===== config.mk =====
export PLATFORM = sky130hd
export DESIGN_NAME = qrs_front
export DESIGN_NICKNAME = d
export VERILOG_FILES = /design/src/design/quadratic_root_solver_unit_assert.svh /design/src/design/qrs_pkg.sv /design/src/design/qrs_front.sv
export SDC_FILE = /design/constraint.sdc
export NUM_CORES = 1
export LEC_CHECK = 0
export ABC_CLOCK_PERIOD_IN_PS = 8100
export BUFFER_PORTS_ARGS = -buffer_cell sky130_fd_sc_hd__buf_2
export CORE_MARGIN = 1.5
export CORE_UTILIZATION = 45
export CTS_CLUSTER_SIZE = 8
export DETAILED_ROUTE_END_ITERATION = 10
export PLACE_DENSITY = 0.68
export SYNTH_ARGS = -nofsm -noshare
export SYNTH_HDL_FRONTEND = slang
export SYNTH_SLANG_ARGS = --single-unit

===== constraint.sdc =====
create_clock -name clock -period 8.1 [get_ports clock]
set_clock_uncertainty 0.1 [all_clocks]
set_input_delay 0.405 -clock clock [delete_from_list [all_inputs] [get_ports clock]]
set_output_delay 0.405 -clock clock [all_outputs]
set_load 0.01 [all_outputs]

===== src/design/quadratic_root_solver_unit_assert.svh =====
// Assertion macros for the quadratic root solver.
// Included by RTL files that check their own behavior; needs no package.
`ifndef QUADRATIC_ROOT_SOLVER_UNIT_ASSERT_SVH
`define QUADRATIC_ROOT_SOLVER_UNIT_ASSERT_SVH
`ifndef SYNTHESIS
// property must hold on every rising clock edge outside reset
`define QRS_ASSERT(lbl, clk, rst, prop) \
   lbl: assert property (@(posedge clk) disable iff (rst) prop) \
      else $error("qrs assertion failed");
// condition must never be true outside reset
`define QRS_ASSERT_NEVER(lbl, clk, rst, cond) \
   `QRS_ASSERT(lbl, clk, rst, !(cond))
`else
`define QRS_ASSERT(lbl, clk, rst, prop)
`define QRS_ASSERT_NEVER(lbl, clk, rst, cond)
`endif
`endif


===== src/design/qrs_pkg.sv =====
// Shared types and constants for the quadratic root solver.
// No dependencies.
`default_nettype none
package qrs_pkg;
   localparam int COEF_W = 16;
   localparam int VAL_W  = 32;

   typedef enum logic [1:0] {
      KIND_REPEATED = 2'd0,
      KIND_COMPLEX  = 2'd1,
      KIND_TWO_REAL = 2'd2,
      KIND_REJECTED = 2'd3
   } kind_type;

   typedef struct packed {
      logic signed [COEF_W-1:0] coef_a;
      logic signed [COEF_W-1:0] coef_b;
      logic signed [COEF_W-1:0] coef_c;
   } req_type;

   typedef struct packed {
      kind_type                root_kind;
      logic signed [VAL_W-1:0] first_value;
      logic signed [VAL_W-1:0] second_value;
      logic                    saturated;
   } rsp_type;
endpackage
`default_nettype wire


===== src/design/qrs_front.sv =====
// Front end: coefficient magnitudes, products and discriminant (two stages).
// Depends on qrs_pkg.
`default_nettype none
module qrs_front #(
   parameter int FRAC = 16
) (
   input  wire logic                clock,
   input  wire logic                reset,
   input  wire logic                en,
   input  wire logic                in_valid,
   input  wire qrs_pkg::req_type    in_data,
   output logic                     out_valid,
   output logic [2*qrs_pkg::COEF_W+1+2*FRAC+((2*qrs_pkg::COEF_W+1+2*FRAC)%2)-1:0] out_rad,
   output qrs_pkg::kind_type        out_kind,
   output logic [qrs_pkg::COEF_W:0] out_den,
   output logic signed [qrs_pkg::COEF_W+FRAC:0] out_bn
);
   import qrs_pkg::*;

   localparam int DW  = 2*COEF_W+1;
   localparam int RW  = DW + 2*FRAC;
   localparam int RW2 = RW + (RW % 2);
   localparam int BW  = COEF_W+FRAC+1;

   // stage 1
   logic                     s1_valid_ff;
   logic [2*COEF_W-1:0]      s1_b2_ff, s1_ac_ff;
   logic [COEF_W-1:0]        s1_ua_ff;
   logic signed [COEF_W-1:0] s1_b_ff;
   logic                     s1_apos_ff, s1_azero_ff, s1_add_ff;

   logic [COEF_W-1:0]   ua, ub, uc;
   logic [2*COEF_W-1:0] b2_in, ac_in;

   assign ua = in_data.coef_a[COEF_W-1] ? COEF_W'(-in_data.coef_a) : in_data.coef_a;
   assign ub = in_data.coef_b[COEF_W-1] ? COEF_W'(-in_data.coef_b) : in_data.coef_b;
   assign uc = in_data.coef_c[COEF_W-1] ? COEF_W'(-in_data.coef_c) : in_data.coef_c;
   assign b2_in = (2*COEF_W)'(ub) * (2*COEF_W)'(ub);
   assign ac_in = (2*COEF_W)'(ua) * (2*COEF_W)'(uc);

   always_ff @(posedge clock) begin
      if (reset) begin
         s1_valid_ff <= 1'b0;
      end else if (en) begin
         s1_valid_ff <= in_valid;
      end
      if (en) begin
         s1_b2_ff    <= b2_in;
         s1_ac_ff    <= ac_in;
         s1_ua_ff    <= ua;
         s1_b_ff     <= in_data.coef_b;
         s1_apos_ff  <= !in_data.coef_a[COEF_W-1];
         s1_azero_ff <= (in_data.coef_a == '0);
         // opposite signs or zero c: discriminant is b*b + 4|ac|
         s1_add_ff   <= (in_data.coef_a[COEF_W-1] != in_data.coef_c[COEF_W-1])
                        || (in_data.coef_c == '0);
      end
   end

   // stage 2
   logic [DW-1:0]        b2x, ac4, dmag_in;
   logic                 dneg_in;
   kind_type             kind_in;
   logic signed [BW-1:0] bext, bsh, bn_in;

   assign b2x = DW'(s1_b2_ff);
   assign ac4 = DW'({s1_ac_ff, 2'b00});

   always_comb begin
      dneg_in = 1'b0;
      if (s1_add_ff) begin
         dmag_in = b2x + ac4;
      end else if (b2x >= ac4) begin
         dmag_in = b2x - ac4;
      end else begin
         dmag_in = ac4 - b2x;
         dneg_in = 1'b1;
      end
      if (s1_azero_ff) begin
         kind_in = KIND_REJECTED;
      end else if (dmag_in == '0) begin
         kind_in = KIND_REPEATED;
      end else if (dneg_in) begin
         kind_in = KIND_COMPLEX;
      end else begin
         kind_in = KIND_TWO_REAL;
      end
   end

   assign bext  = signed'({{(FRAC+1){s1_b_ff[COEF_W-1]}}, s1_b_ff});
   assign bsh   = bext <<< FRAC;
   assign bn_in = s1_apos_ff ? -bsh : bsh;

   logic                 s2_valid_ff;
   logic [DW-1:0]        s2_dmag_ff;
   kind_type             s2_kind_ff;
   logic [COEF_W:0]      s2_den_ff;
   logic signed [BW-1:0] s2_bn_ff;

   always_ff @(posedge clock) begin
      if (reset) begin
         s2_valid_ff <= 1'b0;
      end else if (en) begin
         s2_valid_ff <= s1_valid_ff;
      end
      if (en) begin
         s2_dmag_ff <= dmag_in;
         s2_kind_ff <= kind_in;
         s2_den_ff  <= {s1_ua_ff, 1'b0};
         s2_bn_ff   <= bn_in;
      end
   end

   assign out_valid = s2_valid_ff;
   assign out_rad   = RW2'({s2_dmag_ff, {(2*FRAC){1'b0}}});
   assign out_kind  = s2_kind_ff;
   assign out_den   = s2_den_ff;
   assign out_bn    = s2_bn_ff;
endmodule
`default_nettype wire


==> out/results.txt <==
Crit Path Class = input pin to register
Row count = 89
GRT Total Usage = 0.2316
Post-synthesis sequential area ratio = 0.1831
Crit-path max cell delay = 0.53 ns
Ys Warns = 0
Most frequent cell after synthesis = inv_1
Crit path launch type = input pin
Final period util = 0.9446
Critical path's most frequent cell = fa_1
Setup bufs post-CTS = 0
Setup ws final = 0.4487 ns
DP Worst Slack = -0.1546 ns
Ys flop type = edfxtp_1
Final Hold Vio Count = 0
Post-synth top cells = 592 x inv_1, 360 x fa_1, 315 x nand2_1, 289 x ha_1, 232 x nor2_1
Total gr overflow = 0
Initial Util = 0.4557
Hold crit path type = input pin to register
CP Capture Type = register
Die Span Y = 247.7 um
Final HPWL DP = 56.43 mm
Asr flop ratio synth = 0
Max_cap viols = 0
CP delay by family, top = adder cells
Hold path depth = 1
Via Count = 21140
Antenna violations before repair = 1
Synth cell types = 91
RSZ-0062 raised after global routing = yes
Die width = 247.7 um
Outcome = complete, but fails checks
Critical path required time = 8.24 ns
First-pass GRT wire length = 109.8 mm
Wire length per cell = 17.13 um
Max Fclk = 130.7 MHz
I/O Buffers = 120
Fin area = 29650 um2
CTS Buffer Depth = 2
Vias in the first global route = 20690
Clk_lat worst skew = 0.49 ns
Area Overhead vs Synth = 10.04%
DRT iter0 DRCs = 1627
Largest net degree at the start of global routing = 77
Hold Path Sink = s1_b_ff[9]$_DFFE_PP_
Post-synthesis register bit count = 165
Routed vias/inst = 5.344
Register-to-register setup slack = 2.10 ns
CTS Root Cell = clkbuf_16
Relative slew margins = 0.3464
Total routed wirelength = 67.79 mm
Clk sinks = 165
Reg2reg end = out_kind[1]$_SDFFCE_PP1P_
CORE AREA = 59130 um2
Cells after synthesis = 2974
Leading area contributor after synthesis = fa_1
Final setup fails = 0
Total CTS buffers = 17
Minimum clock period = 7.651 ns
Final Slew Violations = 0
Final GP Congestion = 0.9546
Post-Syn Area = 26950 um2
Hold_sp = in_data[25]
Ratio of cells with drive above 1 in the final layout = 0.1049
Die area = 61360 um2
Crit path from = in_data[18]
Critical R2R Launch = s1_ac_ff[27]$_DFFE_PP_
CTS HTree Levels = 4
Dpl cell area = 28990 um2
CP Max Fanout = 5
I/O pin cnt = 171
Post-synth EDFFs = 163
Drt first pass iters = 9
Drt drc = 23
Buf/Inv on CP = 6
Worst Path Arrival = 7.79 ns
Area fraction of the dominant cell type after synthesis = 0.2675
Nets = 3871
Synth area leaders = fa_1 27%, edfxtp_1 18%, ha_1 13%, inv_1 8.2%, nand2_1 4.4%
Setup TNS = 0 ns
Slew @ Worst Pin = 0.9733 ns
Final hold slack = 0.03623 ns
CP max stage cell = fa_1
CTS clock-pin slew for the worst setup and hold paths = 0.07 ns
N_diodes = 0
Final ANT Viol Nets = 0
Violated checks = DRC
Avg Inst Size Synth = 9.060 um2
Cells on worst reg2reg path = 14
CTS tree = yes
[how the worst max path moves through the flow]
stage | end | slack (ns) | depth (start not counted)
global route | s1_b2_ff[31]$_DFFE_PP_ | -0.004 | 35
finish | s1_b2_ff[30]$_DFFE_PP_ | 0.45 | 31
floorplan | s1_b2_ff[30]$_DFFE_PP_ | 0.03 | 30
global placement | s1_b2_ff[30]$_DFFE_PP_ | -0.08 | 31
CTS | s1_b2_ff[30]$_DFFE_PP_ | 0.37 | 31
detailed placement | s1_b2_ff[30]$_DFFE_PP_ | -0.15 | 31
[cell usage in the layout, fill, tap and decap left out, drive strengths merged, types with 19 or more instances in the layout]
master / synthesis / final
nand3: 21 / 21
nor2: 232 / 232
a21oi: 135 / 135
nor3: 36 / 36
conb: 2 / 61
nand2b: 24 / 24
or3: 20 / 20
fa: 360 / 360
nand2: 316 / 316
o21ai: 87 / 87
xor2: 54 / 54
o21bai: 20 / 20
ha: 289 / 289
xnor2: 95 / 95
nor4: 20 / 20
edfxtp: 163 / 163
nand4: 22 / 22
o31ai: 28 / 28
inv: 596 / 602
buf: 75 / 254
a21o: 40 / 40
nor2b: 19 / 19
and2: 33 / 33
[what timing repair did]
| action | in CTS | in global routing |
|---|---|---|
| hold endpoints to repair | 2 | 0 |
| gates resized for setup | 0 | 3 |
| setup endpoints to repair | 0 | 6 |
| hold buffers | 1 | 0 |
[worst reg2reg max path, cell delays in order (launching register included)]
cell and delay [ns]:
edfxtp_1 0.46, ha_1 0.60, and4b_1 0.34, nand3_1 0.15, nor3_1 0.43, o21a_1 0.58
nor3_2 0.21, buf_4 0.27, o211ai_1 0.24, a211o_1 0.19, o2111ai_1 0.44, nor4_1 0.94
nand4b_1 0.44, nor4_2 0.28, nor2_1 0.09
[per-stage QoR]
step	std cells	util
after global routing	3956	0.5015
after global placement	3923	0.4903
after CTS	3956	0.5013
final	3956	0.5015
after detailed placement	3923	0.4903
after floorplan	3033	-
[metal layers]
layer  vias to the layer above  wire length [um]  track usage
li1                       9899                 -            -
met1                     10400             29770       0.3297
met2                       729             30860       0.3566
met3                       108              5030      0.03763
met4                         2              2112      0.08146
met5                         -                 8            0
[sequential cells by signal (all words and copies together) (netlist names)]
signal,flops
out_bn,16
out_den,16
out_kind,2
out_valid,1
s1_ac_ff,31
s1_add_ff,1
s1_apos_ff,1
s1_azero_ff,1
s1_b2_ff,31
s1_b_ff,15
s1_ua_ff,16
s1_valid_ff,1
s2_dmag_ff,33
[cell families after synthesis]
group,Yosys count,share of synthesized area
fa+ha+maj,649,0.4017
simple gates,798,0.1366
xor+xnor,149,0.04843
mux,17,0.006640
other cells,2,0.0002787
buf+inv,741,0.1128
compound gates,453,0.1105
flops,165,0.1831
[final cells by class]
class,count,area (um2)
Clock buffer,17,425.4
Sequential cell,165,4935
Timing Repair Buffer,255,1635
Multi-Input combinational cell,2127,19200
Inverter,604,2270
Clock inverter,15,217.7
Fill cell,5574,29480
Tap cell,773,967.2
Power is not shown: default switching activity piles up to over one toggle a cycle in this logic, so the estimate is an artifact.
